==> config.mk <==
export PLATFORM = sky130hd
export DESIGN_NAME = plba_cell
export DESIGN_NICKNAME = d
export VERILOG_FILES = /design/src/rtl/plba_pkg.sv /design/src/rtl/plba_cell.sv
export SDC_FILE = /design/constraint.sdc
export NUM_CORES = 1
export LEC_CHECK = 0
export ABC_CLOCK_PERIOD_IN_PS = 4200
export BUFFER_PORTS_ARGS = -buffer_cell sky130_fd_sc_hd__buf_2
export CAP_MARGIN = 20
export CORE_MARGIN = 10
export CORE_UTILIZATION = 50
export DETAILED_ROUTE_END_ITERATION = 7
export PLACE_DENSITY = 0.82
export SLEW_MARGIN = 20
export SYNTH_ARGS = -nofsm -noshare
export SYNTH_HDL_FRONTEND = slang
export SYNTH_SLANG_ARGS = --single-unit
==> constraint.sdc <==
create_clock -name clk -period 4.2 [get_ports clk]
set_clock_uncertainty 0.2 [all_clocks]
set_input_delay 0.63 -clock clk [delete_from_list [all_inputs] [get_ports clk]]
set_output_delay 0.63 -clock clk [all_outputs]
set_load 0.1 [all_outputs]
==> src/rtl/plba_pkg.sv <==
`timescale 1ns / 1ps
// ----------------------------------------------------------------------------
// plba_pkg: shared types and constants for the price-level book aggregator
// Field widths, result status codes, level record and cell control bundle.
// ----------------------------------------------------------------------------
package plba_pkg;

	localparam int PRICE_W  = 32;
	localparam int SHARES_W = 32;
	localparam int ORDERS_W = 16;
	localparam int STATUS_W = 2;
	localparam int POS_W    = 5;
	localparam int DEPTH_W  = 6;
	localparam int CFG_W    = 6;

	localparam logic [CFG_W-1:0] CFG_RESET = 6'd20;

	localparam logic [STATUS_W-1:0] ST_MERGE  = 2'd0;
	localparam logic [STATUS_W-1:0] ST_INSERT = 2'd1;
	localparam logic [STATUS_W-1:0] ST_DROP   = 2'd2;

	typedef struct packed {
		logic [PRICE_W-1:0]  price;
		logic [SHARES_W-1:0] shares;
		logic [ORDERS_W-1:0] orders;
	} level_t;

	// per-side control broadcast to every cell of a chain
	typedef struct packed {
		logic cap;     // capture compare flags for the incoming word
		logic upd;     // apply the update decided in the compare stage
		logic ins_ok;  // no match and the side has room
		logic ask;     // ascending order (ask side)
	} cell_ctl_t;

endpackage

==> src/rtl/plba_cell.sv <==
`timescale 1ns / 1ps
// ----------------------------------------------------------------------------
// plba_cell: one price level of a sorted side chain
// Compares the incoming price against its level, then merges, takes the new
// level, takes its upper neighbor's level (shift) or holds.
// ----------------------------------------------------------------------------
module plba_cell import plba_pkg::*; (
	input  logic                clk,
	input  cell_ctl_t           ctl,
	input  logic                occ,
	input  logic [PRICE_W-1:0]  in_price,
	input  logic [SHARES_W-1:0] in_shares,
	input  level_t              prev,
	input  logic                prev_b,
	output level_t              lvl,
	output logic                b_flag,
	output logic                m_flag,
	output logic                hit,
	output logic [SHARES_W-1:0] sum_shares,
	output logic [ORDERS_W-1:0] sum_orders
);

	logic [PRICE_W-1:0]  price_q;
	logic [SHARES_W-1:0] shares_q;
	logic [ORDERS_W-1:0] orders_q;
	logic                m_s1;
	logic                b_s1;
	logic                better;
	logic [SHARES_W:0]   sum_ext;

	// incoming price ranks ahead of this level; empty cells rank last
	assign better = ctl.ask ? (in_price < price_q) : (in_price > price_q);

	always_ff @(posedge clk) begin
		if (ctl.cap) begin
			m_s1 <= occ && (in_price == price_q);
			b_s1 <= !occ || better;
		end
	end

	assign sum_ext    = {1'b0, shares_q} + {1'b0, in_shares};
	assign sum_shares = sum_ext[SHARES_W] ? '1 : sum_ext[SHARES_W-1:0];
	assign sum_orders = (orders_q == '1) ? orders_q : orders_q + ORDERS_W'(1);

	always_ff @(posedge clk) begin
		if (ctl.upd) begin
			if (m_s1) begin
				shares_q <= sum_shares;
				orders_q <= sum_orders;
			end else if (ctl.ins_ok && b_s1) begin
				if (!prev_b) begin
					price_q  <= in_price;
					shares_q <= in_shares;
					orders_q <= ORDERS_W'(1);
				end else begin
					price_q  <= prev.price;
					shares_q <= prev.shares;
					orders_q <= prev.orders;
				end
			end
		end
	end

	assign lvl    = '{price: price_q, shares: shares_q, orders: orders_q};
	assign b_flag = b_s1;
	assign m_flag = m_s1;
	assign hit    = m_s1 || (b_s1 && !prev_b);

endmodule

; ---- Word-level counts from Yosys, hierarchy flattened
; Index checks and enable logic that the tools add are counted.
[word_totals]
mem_count = 0
input_bits = 151
latchBits = 0
ram_bits = 0
output_inout_bits = 131
elab_cells = 32
romBits = 0
reg_bits = 82
[op_classes]
n_reduce_logical = 10
magnitude_cmp = 2
n_bitwise = 1
n_mul = 0
n_shift = 0
n_eq_ne = 2
n_mux = 10
addsub = 2
div = 0
[op_table]
columns = operator, count
row1 = 2-to-1 mux 32 bit, 5
row2 = 2-to-1 mux 16 bit, 4
row3 = adder 32 x 32 -> 33 bit, 1
row4 = equality test 32 bit, 1
row5 = greater-than comparator 32 bit, 1
row6 = less-than comparator 32 bit, 1
row7 = "adder 16 x 1 -> 16 bit, second input constant", 1
row8 = "equality test 16 bit, second input constant", 1
row9 = logical AND 1 bit, 3
row10 = AND reduction 3 bit, 1
row11 = logical NOT 1 bit, 2
row12 = logical OR 1 bit, 2
row13 = AND reduction 2 bit, 1
row14 = nonzero test 2 bit, 1
row15 = 2-to-1 mux 1 bit, 1
row16 = NOT 1 bit, 1

; ---- Depth between registers and ports, before layout
[depth]
word_depth = 3
depth_mapped = 12
mapped_depth_nobuf = 10

; ---- Worst setup path after synthesis
; No wires, ideal clock.
[synth_timing]
path_type = register to output
startpoint = reg shares_q[12]
endpoint = out sum_shares[27]
required_ns = 3.370
path_slack_ns = -1.472
path_stages_with_launch = 8
t_arrival_ns = 4.842
n_path_buf = 0
cell_sequence = edfxtp_1 ha_1 a21oi_1 o21ai_0 a32o_1 or3_1 and3_1 o31ai_1
[synth_via]
elab_chain_cells = 2
[synth_rtl]
columns = item, line
row1 = start: declaration, plba_cell.sv:24  ; logic [SHARES_W-1:0] shares_q;
row2 = start signal: assignment, plba_cell.sv:48  ; shares_q <= sum_shares;
row3 = start signal: assignment, plba_cell.sv:53  ; shares_q <= in_shares;
row4 = start signal: assignment, plba_cell.sv:57  ; shares_q <= prev.shares;
row5 = adder 32 x 32 -> 33 bit, plba_cell.sv:41  ; assign sum_ext = {1'b0, shares_q} + {1'b0, in_shares};
row6 = 2-to-1 mux 32 bit, plba_cell.sv:42  ; assign sum_shares = sum_ext[SHARES_W] ? '1 : sum_ext[SHARES_W-1:0];
row7 = end: declaration, plba_cell.sv:19  ; output logic [SHARES_W-1:0] sum_shares,
; No other way between the ends.

; ---- Worst setup path after layout
[layout_timing]
startpoint = in in_shares[0]
endpoint = out sum_shares[30]
[layout_via]
elab_chain_cells = 2
[layout_rtl]
columns = item, line
row1 = start: declaration, plba_cell.sv:12  ; input logic [SHARES_W-1:0] in_shares,
row2 = adder 32 x 32 -> 33 bit, plba_cell.sv:41
row3 = 2-to-1 mux 32 bit, plba_cell.sv:42
; No other way between the ends.

==> impl_results.md <==
- Status: completed
- Final setup vio count: 0
- Worst hold path type: in2reg
- Top cells by area, synth: edfxtp_1 36%, ha_1 12%, mux2_2 5.1%
- Slowest CP cell: a211o_1
- XOR/XNOR Fraction of Synth Area: between 4 and 5%
- MaxCap Viol Count: 0
- Avg Cell Area, Syn: between 9 and 10 µm²
- Die H: 137 µm
- CTS Root Cell: clkbuf_16
- Startpoint class of the critical path: primary input
- Multiplexer area fraction after synthesis: approximately 5.7%
- Critical path arrival: 3200 ps
- Yosys reg bits: 82
- Capture point of the worst reg-to-reg path: shares_q[30]
- Vias per inst: 5.76
- Complex-gate fraction of the synthesized area: a little over a fifth
- Num Clock Sinks: a little over 80
- Final nets: between 1000 and 1500
- Critical Path Most Common Cell: buf_12
- Clk_lat worst skew: 350 ps
- Pre-Repair DR Iteration Count: 7
- IR drop worst, VDD: around 0.41 mV
- Combinational family with the most area after synthesis: compound AO/OA/AOI/OAI gates
- Cell area after layout: 9280 µm²
- Seq/Total Area, Yosys: 36.0%
- Synth top cells by count: 82 x edfxtp_1, 65 x ha_1, 58 x nand2_1
- Total gr overflow: 0
- Final WL: roughly 23 mm
- Worst r2r src: shares_q[0]
- EDFF count, synth: 82
- Simple-gate area share of the yosys netlist: 14.7%
- Worst path max stage delay: around 330 ps
- Initial core utilization: between 50 and 60%
- Fill cells: 1038
- Number of distinct library cells after synthesis: 52
- Slew at the pin with the worst max-slew slack: 1110 ps
- P&R area growth vs syn: 35.5%
- Crit path kind: in2out
- Global Route Usage Sum: roughly a quarter
- WP data required: roughly 3400 ps
- Fraction of layout cells with a size suffix above 1: between 30% and 40%
- Flop-to-flop setup slack: ~1100 ps
- Pwr dens: around 420 nW/µm²
- Count leader, synth: edfxtp_1
- Full die area: between 15000 and 20000 µm²
- Setup repair after global routing missed its margin: no
- Fmax: between 200 and 250 MHz
- Pin count of the biggest net entering global routing: 52
- CP Buf/Inv Count: 3
- Final Critical Period: around 4000 ps
- Hold Path Origin: ctl[3]
- Boundary Pins: between 200 and 300
- First-pass GRT wire length: about 35 mm
- CTS buffer count: 9
- 1st-iter DRT viols: 485
- Post-Syn Instances: 723
- Routability congestion estimate: around 0.95
- Final hold violations: 0
- Ys Warns: 0
- Multi-input logic area: just over 4000 µm²
- Final worst setup slack: ~170 ps
- Synthesized area: about 6800 µm²
- Hold Buf Count CTS: 0
- Number of global-route vias before repair: between 6000 and 7000
- Drc violations: 0
- Most used DFF post-synth: edfxtp_1
- Placed insts: 1149
- Reg area: 2460 µm²
- Leak Pwr: approximately 4.2 nW
- Clk slew on worst S/H paths: approximately 60 ps
- DP Area: around 9000 µm²
- Worst hold margin: roughly 310 ps
- CP top delay family: compound AO/OA/AOI/OAI gates
- Mean routed wirelength per cell: 20.1 µm
- H-tree depth: 3
- Area fraction of the dominant cell type after synthesis: 36.0%
- CP Max Fanout: 24
- Max_slew headroom: 25.6%
- Place WS: 181 ps
- Hold EP: b_flag
- CP cell instances: buf_2 -> ha_1 -> fa_1 -> a21oi_1 -> o211ai_1 -> nand4_1 -> a211o_1 -> a31o_1 -> a21o_2 -> buf_12 -> nand2_1 -> buf_12
- Cell Count, Final, Fillers Out: between 1000 and 1500
- Row count: 42
- Synth area leader: edfxtp_1
- Area of the core: about 13000 µm²
- Slew Viols, Final: 0
- CTS tree: yes
- Post-synthesis adder-cell area fraction: between 10% and 20%
- ANT nets after route: 0
- Setup TNS: 0 ps
- Clk buf depth: 2
- Critical Path End Type: output pin
- Final period util: 95.8%
- Hpwl dp: ~19 mm
- Async S/R FF share, synth: 0%
- Initial antenna violation count: 3
- Die Wd: about 140 µm
- Number of I/O port buffers: 281
- Post-synth net total: 940
- R2R depth: 11
- Hold Path Depth: 1
- DR vias: a little under 7000
[power by group]
| group | total [W] | internal (W) | switching, W | leakage, nW |
|---|---|---|---|---|
| logic | 0.00202 | 0.000616 | 0.00141 | 3.33 |
| registers | 0.000989 | 0.000959 | 0.0000298 | 0.765 |
| clock network | 0.000841 | 0.000514 | 0.000327 | 0.145 |
[logic make-up after synthesis]
group	count (synthesis)
xor+xnor	39
mux	35
fa+ha+maj	66
simple gates	197
compound gates	219
flops	82
buf+inv	85
[layout make-up]
type | count | area share (%)
Antenna cell | 4 | 0.108
Clock buffer | 9 | 2.43
Clock inverter | 5 | 0.863
Inverter | 46 | 1.86
Multi-Input combinational cell | 556 | 44.5
Sequential cell | 82 | 26.5
Tap cell | 176 | 2.37
Timing Repair Buffer | 290 | 21.4
[per-layer routing]
metal  track usage, %  share of wire, %  wire [µm]
met5                0                 0          0
met4             10.2               2.6        621
met3             6.41               9.4       2210
met2             40.6                48      11300
met1             27.5                40       9330
[worst max path at each step]
stage / endpoint / cells past startpoint / start / slack, ps
2_1_floorplan: sum_shares[2] / 11 / shares_q[0] / -190
3_3_place_gp: sum_shares[30] / 12 / in_shares[0] / 250
3_5_place_dp: sum_shares[30] / 12 / in_shares[0] / 180
4_1_cts: sum_shares[30] / 12 / in_shares[0] / 170
5_1_grt: sum_shares[30] / 12 / in_shares[0] / 6
6_report: sum_shares[30] / 12 / in_shares[0] / 170
[state kept, by name, summed over array words and instances, names as in the netlist]
register	cells
b_flag	1
m_flag	1
orders_q	16
price_q	32
shares_q	32
[timing repair]
action	CTS	global route
setup buffers	0	1
resized for setup	0	1
setup endpoints to repair	0	3
[layout by cell type, fill, tap and decap left out, types with 3 or more instances in the layout]
cell type | netlist | routed
and2_1 | 4 | 4
a21oi_2 | 6 | 6
nor2b_1 | 39 | 38
nand3_1 | 18 | 18
clkbuf_16 | 0 | 9
a22o_1 | 15 | 15
mux2_2 | 31 | 31
nor2_1 | 25 | 25
xnor2_1 | 25 | 20
or2_2 | 3 | 3
buf_4 | 0 | 8
diode_2 | 0 | 4
a21o_1 | 26 | 25
buf_12 | 0 | 34
o21ai_0 | 30 | 29
xor2_1 | 14 | 12
a31oi_1 | 26 | 26
o21a_1 | 6 | 6
nand2b_1 | 5 | 5
o21bai_1 | 7 | 7
ha_1 | 65 | 65
xnor2_2 | 0 | 5
nand4_1 | 18 | 18
nor4_1 | 3 | 3
inv_1 | 46 | 46
nand2_1 | 58 | 58
mux2i_1 | 4 | 4
nor3_1 | 6 | 6
a21oi_1 | 50 | 50
or3_1 | 3 | 3
edfxtp_1 | 82 | 82
and3_1 | 10 | 10
a211oi_1 | 33 | 33
buf_2 | 7 | 248
o211ai_1 | 3 | 3
[through the flow]
stage / util (%) / total power, W
6_report: 69.5 / 0.00385
5_1_grt: 69.5 / 0.00399
4_1_cts: 69.4 / 0.00386
3_5_place_dp: 67.1 / 0.00302
3_3_place_gp: 67.1 / 0.00300
2_1_floorplan: - / 0.00239
Power figures use the tool's default switching activity.
